**config.mk**
```make
export PLATFORM = sky130hd
export DESIGN_NAME = nks_ctrl
export DESIGN_NICKNAME = d
export VERILOG_FILES = /design/src/nks_pkg.sv /design/src/nks_ctrl.sv
export SDC_FILE = /design/constraint.sdc
export NUM_CORES = 1
export LEC_CHECK = 0
export BUFFER_PORTS_ARGS = -buffer_cell sky130_fd_sc_hd__buf_4
export CORE_AREA = 2 2 39 41
export CTS_CLUSTER_SIZE = 20
export DETAILED_ROUTE_END_ITERATION = 7
export DIE_AREA = 0 0 41 43
export SLEW_MARGIN = 40
export SYNTH_ARGS = -nofsm -noshare
export SYNTH_HDL_FRONTEND = slang
export SYNTH_SLANG_ARGS = --single-unit
```
**constraint.sdc**
```tcl
create_clock -name i_clk -period 1.1 [get_ports i_clk]
set_input_delay 0.055 -clock i_clk [delete_from_list [all_inputs] [get_ports i_clk]]
set_output_delay 0.055 -clock i_clk [all_outputs]
set_load 0.005 [all_outputs]
```
**src/nks_pkg.sv**
```systemverilog
// Shared constants, record layout and controller/datapath interface types
// for the nearest-k sorted insert block. No dependencies.
`default_nettype none

package nks_pkg;

    localparam int MAX_ENTRIES = 16;
    localparam int IDX_W       = (MAX_ENTRIES > 1) ? $clog2(MAX_ENTRIES) : 1;
    localparam int CNT_W       = IDX_W + 1;
    localparam int RANK_W      = 6;

    localparam int DIST_W      = 20;
    localparam int IDENT_W     = 48;
    localparam int FLIGHT_W    = 64;
    localparam int TYPE_W      = 32;
    localparam int LAT_W       = 25;
    localparam int LON_W       = 26;
    localparam int SPEED_W     = 11;
    localparam int HEAD_W      = 9;
    localparam int ALT_W       = 18;

    // First member is the most significant: distance lands in the lowest bits.
    typedef struct packed {
        logic signed [ALT_W-1:0]   altitude;
        logic [HEAD_W-1:0]         heading;
        logic [SPEED_W-1:0]        speed;
        logic signed [LON_W-1:0]   longitude;
        logic signed [LAT_W-1:0]   latitude;
        logic [TYPE_W-1:0]         type_label;
        logic [FLIGHT_W-1:0]       flight_label;
        logic [IDENT_W-1:0]        ident;
        logic [DIST_W-1:0]         distance;
    } t_rec;

    localparam int REC_W       = $bits(t_rec);
    localparam int S_TDATA_W   = ((REC_W + 7) / 8) * 8;
    localparam int S_TUSER_W   = 2;
    localparam int M_TDATA_W   = ((REC_W + RANK_W + 7) / 8) * 8;
    localparam int M_PAD_W     = M_TDATA_W - REC_W - RANK_W;
    localparam int M_TUSER_W   = 1;

    localparam int S_USER_FIRST = 0;
    localparam int S_USER_HAS   = 1;

    typedef struct packed {
        logic cap;
        logic scan_start;
        logic scan_step;
        logic put0;
        logic emit_clr;
        logic emit_rd;
        logic emit_ld;
        logic emit_none;
    } t_cmd;

    typedef struct packed {
        logic count_zero;
        logic greater;
        logic idx_zero;
        logic out_free;
        logic emit_final;
        logic last_flag;
        logic has_flag;
    } t_stat;

endpackage

`default_nettype wire

```
**src/nks_ctrl.sv**
```systemverilog
// Controller state machine for the nearest-k sorted insert block.
// Depends on nks_pkg; drives the datapath through t_cmd, reads t_stat.
`default_nettype none

module nks_ctrl
    import nks_pkg::*;
(
    input  wire logic  i_clk,
    input  wire logic  i_rst_n,
    input  wire logic  i_s_tvalid,
    output logic       o_s_tready,
    input  wire t_stat i_stat,
    output t_cmd       o_cmd
);

    localparam logic [2:0] S_IDLE   = 3'd0;
    localparam logic [2:0] S_DISP   = 3'd1;
    localparam logic [2:0] S_SCAN   = 3'd2;
    localparam logic [2:0] S_PUT0   = 3'd3;
    localparam logic [2:0] S_EMIT   = 3'd4;
    localparam logic [2:0] S_E_RD   = 3'd5;
    localparam logic [2:0] S_E_LD   = 3'd6;
    localparam logic [2:0] S_E_NONE = 3'd7;

    logic [2:0] r_state;
    logic [2:0] n_state;

    assign o_s_tready = (r_state == S_IDLE);

    always_comb begin
        n_state = r_state;
        o_cmd   = '0;
        case (r_state)
            S_IDLE: begin
                o_cmd.cap = i_s_tvalid;
                if (i_s_tvalid) begin
                    n_state = S_DISP;
                end
            end
            S_DISP: begin
                if (i_stat.has_flag) begin
                    if (i_stat.count_zero) begin
                        n_state = S_PUT0;
                    end else begin
                        o_cmd.scan_start = 1'b1;
                        n_state          = S_SCAN;
                    end
                end else if (i_stat.last_flag) begin
                    n_state = S_EMIT;
                end else begin
                    n_state = S_IDLE;
                end
            end
            S_SCAN: begin
                o_cmd.scan_step = 1'b1;
                if (i_stat.greater && !i_stat.idx_zero) begin
                    n_state = S_SCAN;
                end else if (i_stat.greater) begin
                    n_state = S_PUT0;
                end else begin
                    n_state = i_stat.last_flag ? S_EMIT : S_IDLE;
                end
            end
            S_PUT0: begin
                o_cmd.put0 = 1'b1;
                n_state    = i_stat.last_flag ? S_EMIT : S_IDLE;
            end
            S_EMIT: begin
                if (i_stat.count_zero) begin
                    n_state = S_E_NONE;
                end else begin
                    o_cmd.emit_clr = 1'b1;
                    n_state        = S_E_RD;
                end
            end
            S_E_RD: begin
                o_cmd.emit_rd = 1'b1;
                n_state       = S_E_LD;
            end
            S_E_LD: begin
                o_cmd.emit_ld = 1'b1;
                if (i_stat.out_free) begin
                    n_state = i_stat.emit_final ? S_IDLE : S_E_RD;
                end
            end
            S_E_NONE: begin
                o_cmd.emit_none = 1'b1;
                if (i_stat.out_free) begin
                    n_state = S_IDLE;
                end
            end
            default: begin
                n_state = S_IDLE;
            end
        endcase
    end

    always_ff @(posedge i_clk) begin
        if (!i_rst_n) begin
            r_state <= S_IDLE;
        end else begin
            r_state <= n_state;
        end
    end

endmodule

`default_nettype wire

```
[After elaboration in Yosys (flattened, before gate mapping)]
Cells that the tools add are included.
Storage, ports and cells
  output and inout port bits: 9
  flip-flop bits (word level): 3
  input port bits: 10
  logic and storage cells: 36
Cells by class
  reduce and logical (&&, ||, !) cells: 4
  mux-type cells: 21
  equality and inequality tests: 10
Operators with widths (count)
  $mux W3: 8
  $pmux W3 S8: 1
  $eq A3 B3 Y1 const B: 4
  $mux W1: 11
  $eq A3 B2 Y1 const B: 2
  $ne A2 B2 Y1 const B: 3
  $eq A3 B1 Y1 const B: 1
  $logic_not A3 Y1: 1
  $reduce_and A3 Y1: 1
  $mux W2: 1
  $logic_and A1 B1 Y1: 1
  $logic_not A1 Y1: 1

[Logic depth before layout (Yosys ltp)]
  word-level depth: 4
  depth in mapped cells: 5
  depth with buffers taken out: 4

[Worst setup path before layout]
OpenSTA, ideal clock, no wires.
  kind: register -> register
  from: register r_state[1]
  to: register r_state[0]
  buffers on the path: 1
  data arrival time: 1.022 ns
  clock period less this slack: 1.139 ns
  slack: -0.039 ns
  required time: 0.984 ns
  stages on the path, launching flop included: 6
  setup time: 0.116 ns
  cells stage by stage: dfxtp_1 buf_2 nand2_1 nor2_1 a311o_1 o211a_1
On the way
  word-level cells in the longest chain between the ends: 3
  elaborated cells on any way between the ends: 13
  classes of those cells: eq/ne: 10; mux: 1; reduce/logical: 2
RTL lines
  start: declaration: line nks_ctrl.sv:25  | logic [2:0] r_state;
  start signal: assignment: line nks_ctrl.sv:102  | r_state <= n_state;
  $eq A3 B3 Y1 or $logic_not A3 Y1 (tied branches): line nks_ctrl.sv:33  | case (r_state)
  $ne A2 B2 Y1 (no source line)
  $reduce_and A3 Y1 (no source line)
Several ways; a longest one is shown, not always the timed one.
A chain may end at the register's enable or synchronous reset.

==> impl_summary.md <==
Min path
The hold path depth is 2. For hold timing, the worst endpoint is r_state[1]. The worst min-delay path startpoint is i_rst_n. The class of the worst hold path is primary input to flip-flop.

Clocking
The tree is rooted in a clkbuf_4. After clock tree synthesis, the flow added hold-fix buffers numbering 0. At the later pin of the worst-skew pair, clock insertion delay measures 240 ps.

The CTS H-tree depth is 1. Counting along the longest clock path gives a buffer depth of 2. TritonCTS built the clock tree. The TritonCTS buffer count is 3. Clock-pin slew was measured on the worst setup and hold paths at 30 ps. The number of clock sinks seen by CTS is 3.

Placed design
The number of placed instances, taps included, is 80. Buffers placed on the I/O ports in this run total 18. The final HPWL from detailed placement is 682 µm. The total placed instance area is 492 µm². The congestion estimate from routability-driven global placement came to 0.844.

STA
The minimum clock period is 1220 ps. The headroom to the max-slew limit is 81.1%. The hold violation total from the final report was 0.

The share of the cycle needed by the critical path after routing is 111%. The worst setup slack after layout is -117 ps. The clock skew is 1.50 ps.

Setup repair after global routing could not meet its margin everywhere. Hold timing on the final database bottoms out at a slack of 48.0 ps. The number of pins exceeding their max-slew limit in the final report came to 0. The number of failing setup endpoints in the final timing report is 8. For the pin with the worst max-slew slack, the measured transition is 283 ps. Based on the critical path, the design can be clocked at up to 822 MHz.

Layout
The antenna cell count is 0. The largest registers in the layout are r_state (3). The layout-stage area growth over the synthesis result is 122%. The register with the most flip-flops is r_state. The proportion of layout cells with a drive suffix above 1 is 70.3%. The flip-flop count of the largest register, all copies and words added is 3.

Summing all non-filler instances in the final layout gives an area of 653 µm². The final non-filler cell total is 90. The net total in the final layout is 85.

The layout has 138 filler cells.

Die
In this run the standard cell core region covers 1380 µm². The die area is 1760 µm². The die is 41 µm wide.

The I/O pin count is 19. The floorplan step set the die height to 43 µm. Row generation in the floorplan step produced 14 rows. The effective utilization at floorplan is 21.2%.

GRT
The via count of the first global-routing pass was 353. Entering global routing, the biggest net connects 11 pins. After global routing the overflow that remains totals 0. The initial antenna violation count is 0. For this run, the total global-route usage over all layers was measured as 12.4%. The first global-routing pass estimated 1.41 mm of wire.

Setup path
The required time at the worst-slack endpoint is 1040 ps. The arrival time of the worst setup path is 1160 ps. The endpoint class of the critical path is an output pin. In this design, the stage delay of the slowest critical-path cell is 360 ps.

Among all stages on the critical path, the largest delay is contributed by dfxtp_4. For flop-to-flop paths, the worst setup slack is -70 ps. Traced cell by cell, the critical path runs through buf_6, buf_4, nor2_4, and2_4, buf_6. The startpoint type of the worst setup path is a flip-flop.

The family with the most delay on the worst path is flip-flops. The start-to-end type of the worst setup path is flip-flop to output pin. The endpoint identified for the worst register-to-register timing path is r_state[1]. In this run the worst path has a maximum fanout of 7. The cell seen most often among critical-path stages is buf_6. The critical path buffer and inverter count is 3. The launching point of the worst reg2reg path is r_state[1]. The worst register-to-register path has a depth of 5.

Outcome
The flow ran to the end, but the final reports show violations. The final reports fail on negative setup slack.

Synthesis
Synthesis produced 41 cells. The count of distinct cell types in the synthesized netlist is 23. The cell area that synthesis handed to floorplanning was 294 µm². The post-synthesis register bit count is 3.

In the post-synthesis netlist, the biggest area contributors are dfxtp_1 20%, nor2_1 8.9%, nor2b_1 6.4%. The area share of the largest cell type after synthesis is 20.4%. During synthesis, Yosys emitted a total of 0 warnings. For this run, the register share of the synthesized area comes to 20.4%.

The biggest area contributor in the post-synthesis netlist is dfxtp_1. The post-synthesis average cell area is 7.17 µm². The net count of the mapped netlist is 51.

Power
The analysis attributes to cell leakage a power of 0.000302 µW. IR analysis of the VDD net gives a maximum drop of 508 µV. The ratio of total power to cell area is 1080 nW/µm². The overall power after layout is 707 µW.

Detailed routing
The vias per cell is 4.62. In the routed design, unresolved DRC markers number 0. The post-route antenna net violation count is 0. In this run, the number of DRC markers left after iteration 0 of detailed routing was 8. The per-cell routed wire length is 11.1 µm. After detailed routing, the total wire length is 1.00 mm. For this block, the via count after detailed routing is 416. The number of iterations in the first detailed-routing pass is 6.

Flow run
The max-capacitance violation count is 0.
layer usage:
layer	global-route usage [%]	part of all wire, %
met5	0	0
met1	15.2	40
met3	1.57	8.1
met2	18.1	48
met4	10.0	3.9
worst reg2reg max path, stage by stage, from the launching register on:
cell,delay (ps)
dfxtp_4,390
buf_6,110
nand3b_1,100
o21ai_1,70
a222oi_1,310
nor2b_1,70
repair_timing:
| item | 4_1_cts | 5_1_grt |
|---|---|---|
| buffers inserted | 2 | 4 |
| setup endpoints to repair | 12 | 11 |
| resized for setup | 15 | 10 |
| pin swaps | 3 | 4 |
where the power goes:
group          internal [µW]  total (µW)  switching, µW
clock network            136         197           60.8
registers                126         161           34.3
logic                    217         349            132
total                    479         707            227
synth_stat cells:
cell,instances
and2_1,2
nor4b_1,1
inv_2,1
buf_6,1
mux2_4,1
nand3b_1,1
nand2b_1,2
o21ai_0,1
nand2_1,3
o22ai_1,1
a311o_1,1
inv_1,2
a222oi_1,1
o211a_1,1
a22oi_1,1
a211oi_2,1
nor3_1,3
o21ai_1,1
nor2_1,7
nor2b_1,3
dfxtp_1,3
o211ai_1,1
buf_2,2
layout by cell type (no fill, tap or decap), drive strengths merged:
master  instances
a311o           1
o21ai           2
and2            2
nor4b           1
a211oi          1
inv             3
nand2b          2
nor2            7
o22ai           1
a22oi           1
buf            32
a222oi          1
dfxtp           3
nand2           3
nor2b           3
o211a           1
nor3            3
o211ai          1
clkbuf          4
mux2            1
nand3b          1
cell families (layout without fill, tap and decap cells):
logic type,after synthesis,in the layout,synth area share [%]
DFF,3,3,20.4
and+or+nand+nor,22,22,38.3
buffers and inverters,6,39,11.1
AOI/OAI and AO/OA,9,9,25.1
muxes,1,1,5.10
per-stage QoR:
step                TNS [ps]  utilization [%]  worst slack, ps
detailed placement      -193             35.5            -91.9
finish                  -581             47.2             -117
global placement        -173             35.5            -81.6
CTS                     -320             42.5            -78.0
global route           -1140             47.2             -178
floorplan                  0                -             3.93
layout make-up:
cell class / count / area (µm²) / area share [%]
clock buffers: 4 / 26.3 / 4.02
multi-input cells: 32 / 258 / 39.5
flip-flops and latches: 3 / 71.3 / 10.9
well taps: 16 / 20.0 / 3.07
inverters: 3 / 11.3 / 1.72
repair buffers: 32 / 267 / 40.8
worst max path at each step:
stage          depth (start not counted)  slack, ps    endpoint       start
3_3_place_gp                           4        -80  r_state[1]  r_state[1]
4_1_cts                                4        -80    o_cmd[7]  r_state[0]
5_1_grt                                5       -180  r_state[1]  r_state[1]
2_1_floorplan                          4          4  r_state[0]  r_state[2]
3_5_place_dp                           4        -90  r_state[1]  r_state[1]
6_report                               5       -120    o_cmd[2]  r_state[1]
No activity file was read; power rests on OpenSTA's default activity.
