<file path="src/nks_pkg.sv">
// Shared constants, record layout and controller/datapath interface types
// for the nearest-k sorted insert block. No dependencies.
`default_nettype none

package nks_pkg;

    localparam int MAX_ENTRIES = 16;
    localparam int IDX_W       = (MAX_ENTRIES > 1) ? $clog2(MAX_ENTRIES) : 1;
    localparam int CNT_W       = IDX_W + 1;
    localparam int RANK_W      = 6;

    localparam int DIST_W      = 20;
    localparam int IDENT_W     = 48;
    localparam int FLIGHT_W    = 64;
    localparam int TYPE_W      = 32;
    localparam int LAT_W       = 25;
    localparam int LON_W       = 26;
    localparam int SPEED_W     = 11;
    localparam int HEAD_W      = 9;
    localparam int ALT_W       = 18;

    // First member is the most significant: distance lands in the lowest bits.
    typedef struct packed {
        logic signed [ALT_W-1:0]   altitude;
        logic [HEAD_W-1:0]         heading;
        logic [SPEED_W-1:0]        speed;
        logic signed [LON_W-1:0]   longitude;
        logic signed [LAT_W-1:0]   latitude;
        logic [TYPE_W-1:0]         type_label;
        logic [FLIGHT_W-1:0]       flight_label;
        logic [IDENT_W-1:0]        ident;
        logic [DIST_W-1:0]         distance;
    } t_rec;

    localparam int REC_W       = $bits(t_rec);
    localparam int S_TDATA_W   = ((REC_W + 7) / 8) * 8;
    localparam int S_TUSER_W   = 2;
    localparam int M_TDATA_W   = ((REC_W + RANK_W + 7) / 8) * 8;
    localparam int M_PAD_W     = M_TDATA_W - REC_W - RANK_W;
    localparam int M_TUSER_W   = 1;

    localparam int S_USER_FIRST = 0;
    localparam int S_USER_HAS   = 1;

    typedef struct packed {
        logic cap;
        logic scan_start;
        logic scan_step;
        logic put0;
        logic emit_clr;
        logic emit_rd;
        logic emit_ld;
        logic emit_none;
    } t_cmd;

    typedef struct packed {
        logic count_zero;
        logic greater;
        logic idx_zero;
        logic out_free;
        logic emit_final;
        logic last_flag;
        logic has_flag;
    } t_stat;

endpackage

`default_nettype wire

</file>
<file path="src/nks_dpath.sv">
// Datapath of the nearest-k sorted insert block: entry memory, count, index,
// record holding register and output register. Depends on nks_pkg.
`default_nettype none

module nks_dpath
    import nks_pkg::*;
(
    input  wire logic                 i_clk,
    input  wire logic                 i_rst_n,
    input  wire t_cmd                 i_cmd,
    output t_stat                     o_stat,
    input  wire logic [S_TDATA_W-1:0] i_s_tdata,
    input  wire logic [S_TUSER_W-1:0] i_s_tuser,
    input  wire logic                 i_s_tlast,
    output logic                      o_m_tvalid,
    input  wire logic                 i_m_tready,
    output logic [M_TDATA_W-1:0]      o_m_tdata,
    output logic [M_TUSER_W-1:0]      o_m_tuser,
    output logic                      o_m_tlast
);

    t_rec             mem [MAX_ENTRIES];
    t_rec             r_rdata;
    t_rec             r_rec;
    logic             r_last;
    logic             r_has;
    logic [CNT_W-1:0] r_count;
    logic [IDX_W-1:0] r_idx;

    logic                 r_out_valid;
    logic [M_TDATA_W-1:0] r_out_data;
    logic [M_TUSER_W-1:0] r_out_user;
    logic                 r_out_last;

    logic             wr_en;
    logic [IDX_W-1:0] wr_addr;
    t_rec             wr_data;
    logic             rd_en;
    logic [IDX_W-1:0] rd_addr;

    logic [CNT_W-1:0] idx_hi;
    logic [CNT_W-1:0] cnt_m1;
    logic             hi_ok;
    logic             greater;
    logic             idx_zero;
    logic             out_free;
    logic             emit_final;
    logic             ld_entry;
    logic             ld_none;
    logic             ins_done;

    assign idx_hi     = {1'b0, r_idx} + CNT_W'(1);
    assign cnt_m1     = r_count - CNT_W'(1);
    assign hi_ok      = idx_hi < CNT_W'(MAX_ENTRIES);
    assign greater    = r_rdata.distance > r_rec.distance;
    assign idx_zero   = (r_idx == '0);
    assign out_free   = !r_out_valid || i_m_tready;
    assign emit_final = (idx_hi == r_count);
    assign ld_entry   = i_cmd.emit_ld && out_free;
    assign ld_none    = i_cmd.emit_none && out_free;
    assign ins_done   = (i_cmd.scan_step && !greater) || i_cmd.put0;

    always_comb begin
        o_stat.count_zero = (r_count == '0);
        o_stat.greater    = greater;
        o_stat.idx_zero   = idx_zero;
        o_stat.out_free   = out_free;
        o_stat.emit_final = emit_final;
        o_stat.last_flag  = r_last;
        o_stat.has_flag   = r_has;
    end

    always_comb begin
        wr_en   = 1'b0;
        wr_addr = r_idx;
        wr_data = r_rec;
        rd_en   = 1'b0;
        rd_addr = r_idx;
        if (i_cmd.scan_start) begin
            rd_en   = 1'b1;
            rd_addr = cnt_m1[IDX_W-1:0];
        end
        if (i_cmd.scan_step) begin
            wr_en   = hi_ok;
            wr_addr = idx_hi[IDX_W-1:0];
            if (greater) begin
                wr_data = r_rdata;
                if (!idx_zero) begin
                    rd_en   = 1'b1;
                    rd_addr = r_idx - IDX_W'(1);
                end
            end
        end
        if (i_cmd.put0) begin
            wr_en   = 1'b1;
            wr_addr = '0;
        end
        if (i_cmd.emit_rd) begin
            rd_en = 1'b1;
        end
    end

    always_ff @(posedge i_clk) begin
        if (wr_en) begin
            mem[wr_addr] <= wr_data;
        end
        if (rd_en) begin
            r_rdata <= mem[rd_addr];
        end
    end

    always_ff @(posedge i_clk) begin
        if (i_cmd.cap) begin
            r_rec <= i_s_tdata[REC_W-1:0];
        end
    end

    always_ff @(posedge i_clk) begin
        if (!i_rst_n) begin
            r_count <= '0;
            r_idx   <= '0;
            r_last  <= 1'b0;
            r_has   <= 1'b0;
        end else begin
            if (i_cmd.cap) begin
                r_last <= i_s_tlast;
                r_has  <= i_s_tuser[S_USER_HAS];
                if (i_s_tuser[S_USER_FIRST]) begin
                    r_count <= '0;
                end
            end else if (ins_done && (r_count != CNT_W'(MAX_ENTRIES))) begin
                r_count <= r_count + CNT_W'(1);
            end
            if (i_cmd.scan_start) begin
                r_idx <= cnt_m1[IDX_W-1:0];
            end else if (i_cmd.scan_step && greater && !idx_zero) begin
                r_idx <= r_idx - IDX_W'(1);
            end else if (i_cmd.emit_clr) begin
                r_idx <= '0;
            end else if (ld_entry && !emit_final) begin
                r_idx <= idx_hi[IDX_W-1:0];
            end
        end
    end

    always_ff @(posedge i_clk) begin
        if (!i_rst_n) begin
            r_out_valid <= 1'b0;
        end else if (ld_entry || ld_none) begin
            r_out_valid <= 1'b1;
        end else if (i_m_tready) begin
            r_out_valid <= 1'b0;
        end
    end

    always_ff @(posedge i_clk) begin
        if (ld_entry) begin
            r_out_data <= {{M_PAD_W{1'b0}}, r_rdata, RANK_W'(r_idx)};
            r_out_user <= M_TUSER_W'(1);
            r_out_last <= emit_final;
        end else if (ld_none) begin
            r_out_data <= '0;
            r_out_user <= '0;
            r_out_last <= 1'b1;
        end
    end

    assign o_m_tvalid = r_out_valid;
    assign o_m_tdata  = r_out_data;
    assign o_m_tuser  = r_out_user;
    assign o_m_tlast  = r_out_last;

endmodule

`default_nettype wire

</file>
<file path="config.mk">
export PLATFORM = sky130hd
export DESIGN_NAME = nks_dpath
export DESIGN_NICKNAME = d
export VERILOG_FILES = /design/src/nks_pkg.sv /design/src/nks_dpath.sv
export SDC_FILE = /design/constraint.sdc
export NUM_CORES = 2
export LEC_CHECK = 0
export ABC_CLOCK_PERIOD_IN_PS = 15750
export BUFFER_PORTS_ARGS = -buffer_cell sky130_fd_sc_hd__clkbuf_2
export CAP_MARGIN = 20
export CORE_ASPECT_RATIO = 1.75
export CORE_MARGIN = 2
export CORE_UTILIZATION = 55
export CTS_BUF_LIST = sky130_fd_sc_hd__clkbuf_4 sky130_fd_sc_hd__clkbuf_8 sky130_fd_sc_hd__clkbuf_16
export CTS_CLUSTER_SIZE = 14
export DETAILED_ROUTE_END_ITERATION = 7
export GPL_ROUTABILITY_DRIVEN = 0
export MAX_ROUTING_LAYER = met4
export PLACE_DENSITY = 0.75
export SETUP_SLACK_MARGIN = 0.15
export SYNTH_ARGS = -nofsm -noshare
export SYNTH_HDL_FRONTEND = slang
export SYNTH_SLANG_ARGS = --single-unit
export TNS_END_PERCENT = 30
</file>
<file path="constraint.sdc">
create_clock -name i_clk -period 15.75 [get_ports i_clk]
set_clock_uncertainty 0.15 [all_clocks]
set_input_delay 4.725 -clock i_clk [delete_from_list [all_inputs] [get_ports i_clk]]
set_output_delay 4.725 -clock i_clk [all_outputs]
set_load 0.02 [all_outputs]
</file>
Word level (Yosys, flattened, before mapping)
Memory sizes are Yosys's and may differ from the RTL's. A register that Yosys moved wholly into a read port is not among the register bits. Index checks and enable logic that the tools add are counted.

Flip-flop bits (word level): 524. Memory bits (writable): 4048. Bits of input ports: 270. Output and inout bits: 274. Logic and storage cells: 78. Memories kept: 1.

Memories: mem (depth 16, bits a word 253, read ports 1, clocked after Yosys merged registers in 1, wr ports 1, RTL line nks_dpath.sv:22) `t_rec mem [MAX_ENTRIES];`.

Add/subtract/negate cells: 4. Order comparisons: 2. Eq/ne operators: 3. Muxes and demuxes: 30. Reduce and logical (&&, ||, !) cells: 21.

Operators with widths (number): 259-bit two-way mux (2); 253-bit two-way mux (2); 4-bit two-way mux (10); 20-bit greater-than comparator (1); 5-bit two-way mux (3); 1-bit two-way mux (13); 4-bit by 1-bit subtractor with 4-bit output (second input constant) (2); 1-bit logical AND (7); 2-bit nonzero test (3); 4-bit by 1-bit adder with 5-bit output (second input constant) (1); 5-bit by 1-bit adder with 5-bit output (second input constant) (1); 5-bit equality test (1); 5-bit logical NOT (1); 5-bit < comparator (second input constant) (1); 5-bit inequality test (second input constant) (1); 1-bit logical NOT (4); 4-bit logical NOT (1); 4-bit nonzero test (1); 1-bit logical OR (3); 2-bit by 1-bit inequality test with 1-bit output (second input constant) (1); 2-bit AND reduction (1).

Depth between registers and ports, before layout
Word-level depth: 8. Mapped depth: 16. Mapped depth without buffers: 11.

Worst setup path after synthesis
Ideal clock, no wire load.

Kind: input to register. Start point: input port i_cmd[5] (netlist bit). End point: memory mem[10][0] (netlist bit), enable pin. Library setup time: 873 ps. Arrival time: 15673 ps. Data required time: 14727 ps. Setup slack: -946 ps. Stages on the path: 5. Path buffers: 0. Path through: nand2_1 -> xor2_1 -> or2_2 -> nand2_1 -> nor2_1.

Longest elaborated chain between the ends: 4. Elaborated cells on any way between the ends: 6. Classes of those cells: 6 x mux.

RTL lines: start: declaration (RTL line nks_dpath.sv:10) `input wire t_cmd i_cmd,`; 1-bit two-way mux (RTL line nks_dpath.sv:83) `if (i_cmd.scan_step) begin`; 1-bit two-way mux (RTL line nks_dpath.sv:94) `if (i_cmd.put0) begin`; 1-bit two-way mux (RTL line nks_dpath.sv:104) `if (wr_en) begin`; 1-bit two-way mux (implied by the code) (RTL line nks_dpath.sv:105) `mem[wr_addr] <= wr_data;`; end: declaration (RTL line nks_dpath.sv:22).

Several ways; a longest one is shown, not always the timed one.

==> results.ini <==
[die]
boundaryPins = 544
placement_rows = 285
die_area_mm2 = 0.350
initial_core_util_pct = 55.2
dieWidth_um = 448
fp.dieH_um = 781
core_mm2 = 0.344

[route]
drtIter0Drc = 9911
drc = 0
dr_total_vias = 92526
wl_um = 433000
dr.pass1.iters = 5
drt-vias-per-instance = 6.13
wl_per_cell_um = 28.6
ant_nets = 0

[timing]
rsz0062_at_grt = no
drv_slew = 0
worst_slew_pin_slew_ns = 1.35
clock.fmax_mhz = 96.3
period_share_pct = 66.0
maxSlewHeadroom_pct = 10.0
period_needed_ns = 10.39
setup_viol = 0
whs_ns = 0.345
hold_viol_final = 0

[worst_setup_path]
cp-startpoint = i_m_tready
cp-end-kind = output pin
required_ns = 10.88
start_kind = input pin
r2r_slack_ns = 8.76
cp_num_buf_inv = 2
r2r_start = r_rdata[18]
crit_end = o_stat[3]
cp_slowest_cell = nand2b_4
path_cells = clkbuf_2 -> nand2b_4 -> clkbuf_2
crit_family = simple AND/OR/NAND/NOR gates
cp_max_fo = 52
reg2regPathDepth = 13
crit_cells = 3
arrival_ns = 5.51
path_common_cell = clkbuf_2
critical_path.max_stage_delay_ns = 0.42
critPathKind = in -> out
r2r_end = r_rdata[102]

[placed_design]
hpwl_um = 221000
port_buffers = 533

[grt]
grt_max_degree = 161
grt_pass1_vias = 95155
antenna_found_initial = 32
overflow = 0
grt_pass1_wl_um = 625000
grt.total_usage_pct = 25.0

[synth]
netlist_area_mm2 = 0.190
yosysWarnings = 0
synth_seq_cells = 4825
syn_inst = 9574
ys.flop_type = edfxtp_1
synth_area_per_cell_um2 = 19.8
ys_async_sr_fraction_pct = 0
synth_edf_count = 4812
synth_cell_types = 60
ys_seq_area_share_pct = 76.3

[clock_tree]
root_buffer = clkbuf_16
cts_hold_buf = 0
clk_latency_ns = 0.97
clk_path_buf_depth = 4
cts_max_level = 5
cts.sinks = 4825
ctsResizeCount = 0
post_cts_buffers = 0
clkTransAtPathRegs_ns = 0.06
tritoncts = done
cts_buffers = 422

[cells_and_area]
layout_common_cells = edfxtp_1 (4812), mux2i_1 (3194), clkbuf_2 (531)
layout_commonest_cell = edfxtp_1
drive_gt1_share_pct = 16.9
area_growth_pct = 10.8
fin_nets = 10505

[power]
p_per_area_mw_per_mm2 = 171
peakVddDrop_v = 0.000184
power_uw = 36000
p_leak_uw = 0.0771

[status]
status = completed

[hold_path]
hp-class = reg -> reg

[job]
cap_violations = 0

area by class of cell:
class | instances | area (um2)
multi-input combinational | 4206 | 42300
clock inverter | 160 | 1220
clock buffer | 545 | 11500
sequential | 4825 | 145000
tap | 4592 | 5750
fill | 23798 | 133000
inverter | 33 | 124
timing repair buffer | 722 | 4640
antenna | 16 | 40.0
logic make-up after synthesis:
kind of cell               count (synthesis)  synth area share [%]
other                                      1               0.00198
AOI/OAI and AO/OA                        202                 0.677
xor gates and xnor gates                  13                0.0600
DFF                                     4825                  76.3
muxes                                   3588                  20.1
and+or+nand+nor                          371                  1.12
adders and majority gates                 25                 0.165
buffers and inverters                    549                  1.59
stage by stage:
| stage | cells | cell area (um2) | setup slack (ns) | setup TNS (ns) | utilization [%] |
|---|---|---|---|---|---|
| 6_report | 15099 | 210000 | 5.36 | 0 | 61.2 |
| 5_1_grt | 15093 | 210000 | 5.31 | 0 | 61.2 |
| 4_1_cts | 15079 | 210000 | 5.36 | 0 | 61.2 |
| 3_5_place_dp | 14374 | 197000 | 5.36 | 0 | 57.4 |
| 3_3_place_gp | 14367 | 197000 | 5.38 | 0 | 57.4 |
| 2_1_floorplan | 9580 | 190000 | -0.946 | -3760.91 | - |
Yosys cell counts, drive strengths merged, types with 3 or more instances:
| library cell | number | area (um2) |
|---|---|---|
| nand2 | 44 | 165 |
| a21oi | 14 | 73.8 |
| nor2b | 7 | 43.8 |
| clkbuf | 120 | 458 |
| o21a | 3 | 22.5 |
| dfxtp | 13 | 260 |
| a211oi | 3 | 22.5 |
| and3 | 258 | 1610 |
| mux2 | 233 | 2620 |
| a21boi | 5 | 37.5 |
| xor2 | 6 | 52.6 |
| nand4 | 7 | 43.8 |
| mux2i | 3195 | 32000 |
| nand3 | 6 | 30.0 |
| inv | 33 | 124 |
| nor3b | 3 | 22.5 |
| o21ai | 90 | 450 |
| ha | 25 | 313 |
| nor3 | 4 | 20.0 |
| edfxtp | 4812 | 144000 |
| buf | 396 | 2440 |
| mux4 | 160 | 3600 |
| nor2 | 31 | 116 |
| a22oi | 64 | 480 |
| xnor2 | 7 | 61.3 |
worst min-delay path: cells and delay by family (launching register included):
kind / cells / cell delay, ns
compound gates: 1 / 0.08
flops: 1 / 0.32
buf+inv: 1 / 0.05
power by group:
part | total [uW] | internal [uW] | switching (uW) | leakage, uW
Combinational | 9200 | 3720 | 5480 | 0.0261
Clock | 9760 | 5300 | 4460 | 0.00640
Sequential | 17000 | 16500 | 540 | 0.0446
Total | 36000 | 25500 | 10500 | 0.0771
registers in the layout, indices dropped and copies added, names as in the netlist:
name	cells
r_rdata	253
r_last	1
mem	4048
o_m_tlast	1
r_has	1
r_count	5
o_m_tdata	257
o_m_tuser	1
r_rec	253
o_m_tvalid	1
r_idx	4
how the worst min path moves through the flow:
stage / endpoint / cells past startpoint / start / slack, ns
3_3_place_gp: o_m_tuser / 2 / o_m_tuser / 0.33
5_1_grt: o_m_tuser / 2 / o_m_tuser / 0.39
6_report: o_m_tuser / 2 / o_m_tuser / 0.34
3_5_place_dp: o_m_tuser / 2 / o_m_tuser / 0.34
2_1_floorplan: r_has / 2 / r_has / 0.33
4_1_cts: o_m_tuser / 2 / o_m_tuser / 0.35
routing by layer:
layer,track usage [%],vias up,wire length [um]
met5,-,-,0
met4,7.74,0,13800
met3,3.05,693,32900
met2,40.4,4053,214000
met1,33.4,48316,172000
li1,-,39464,-
Note: power is estimated with default switching activity, not from simulation.
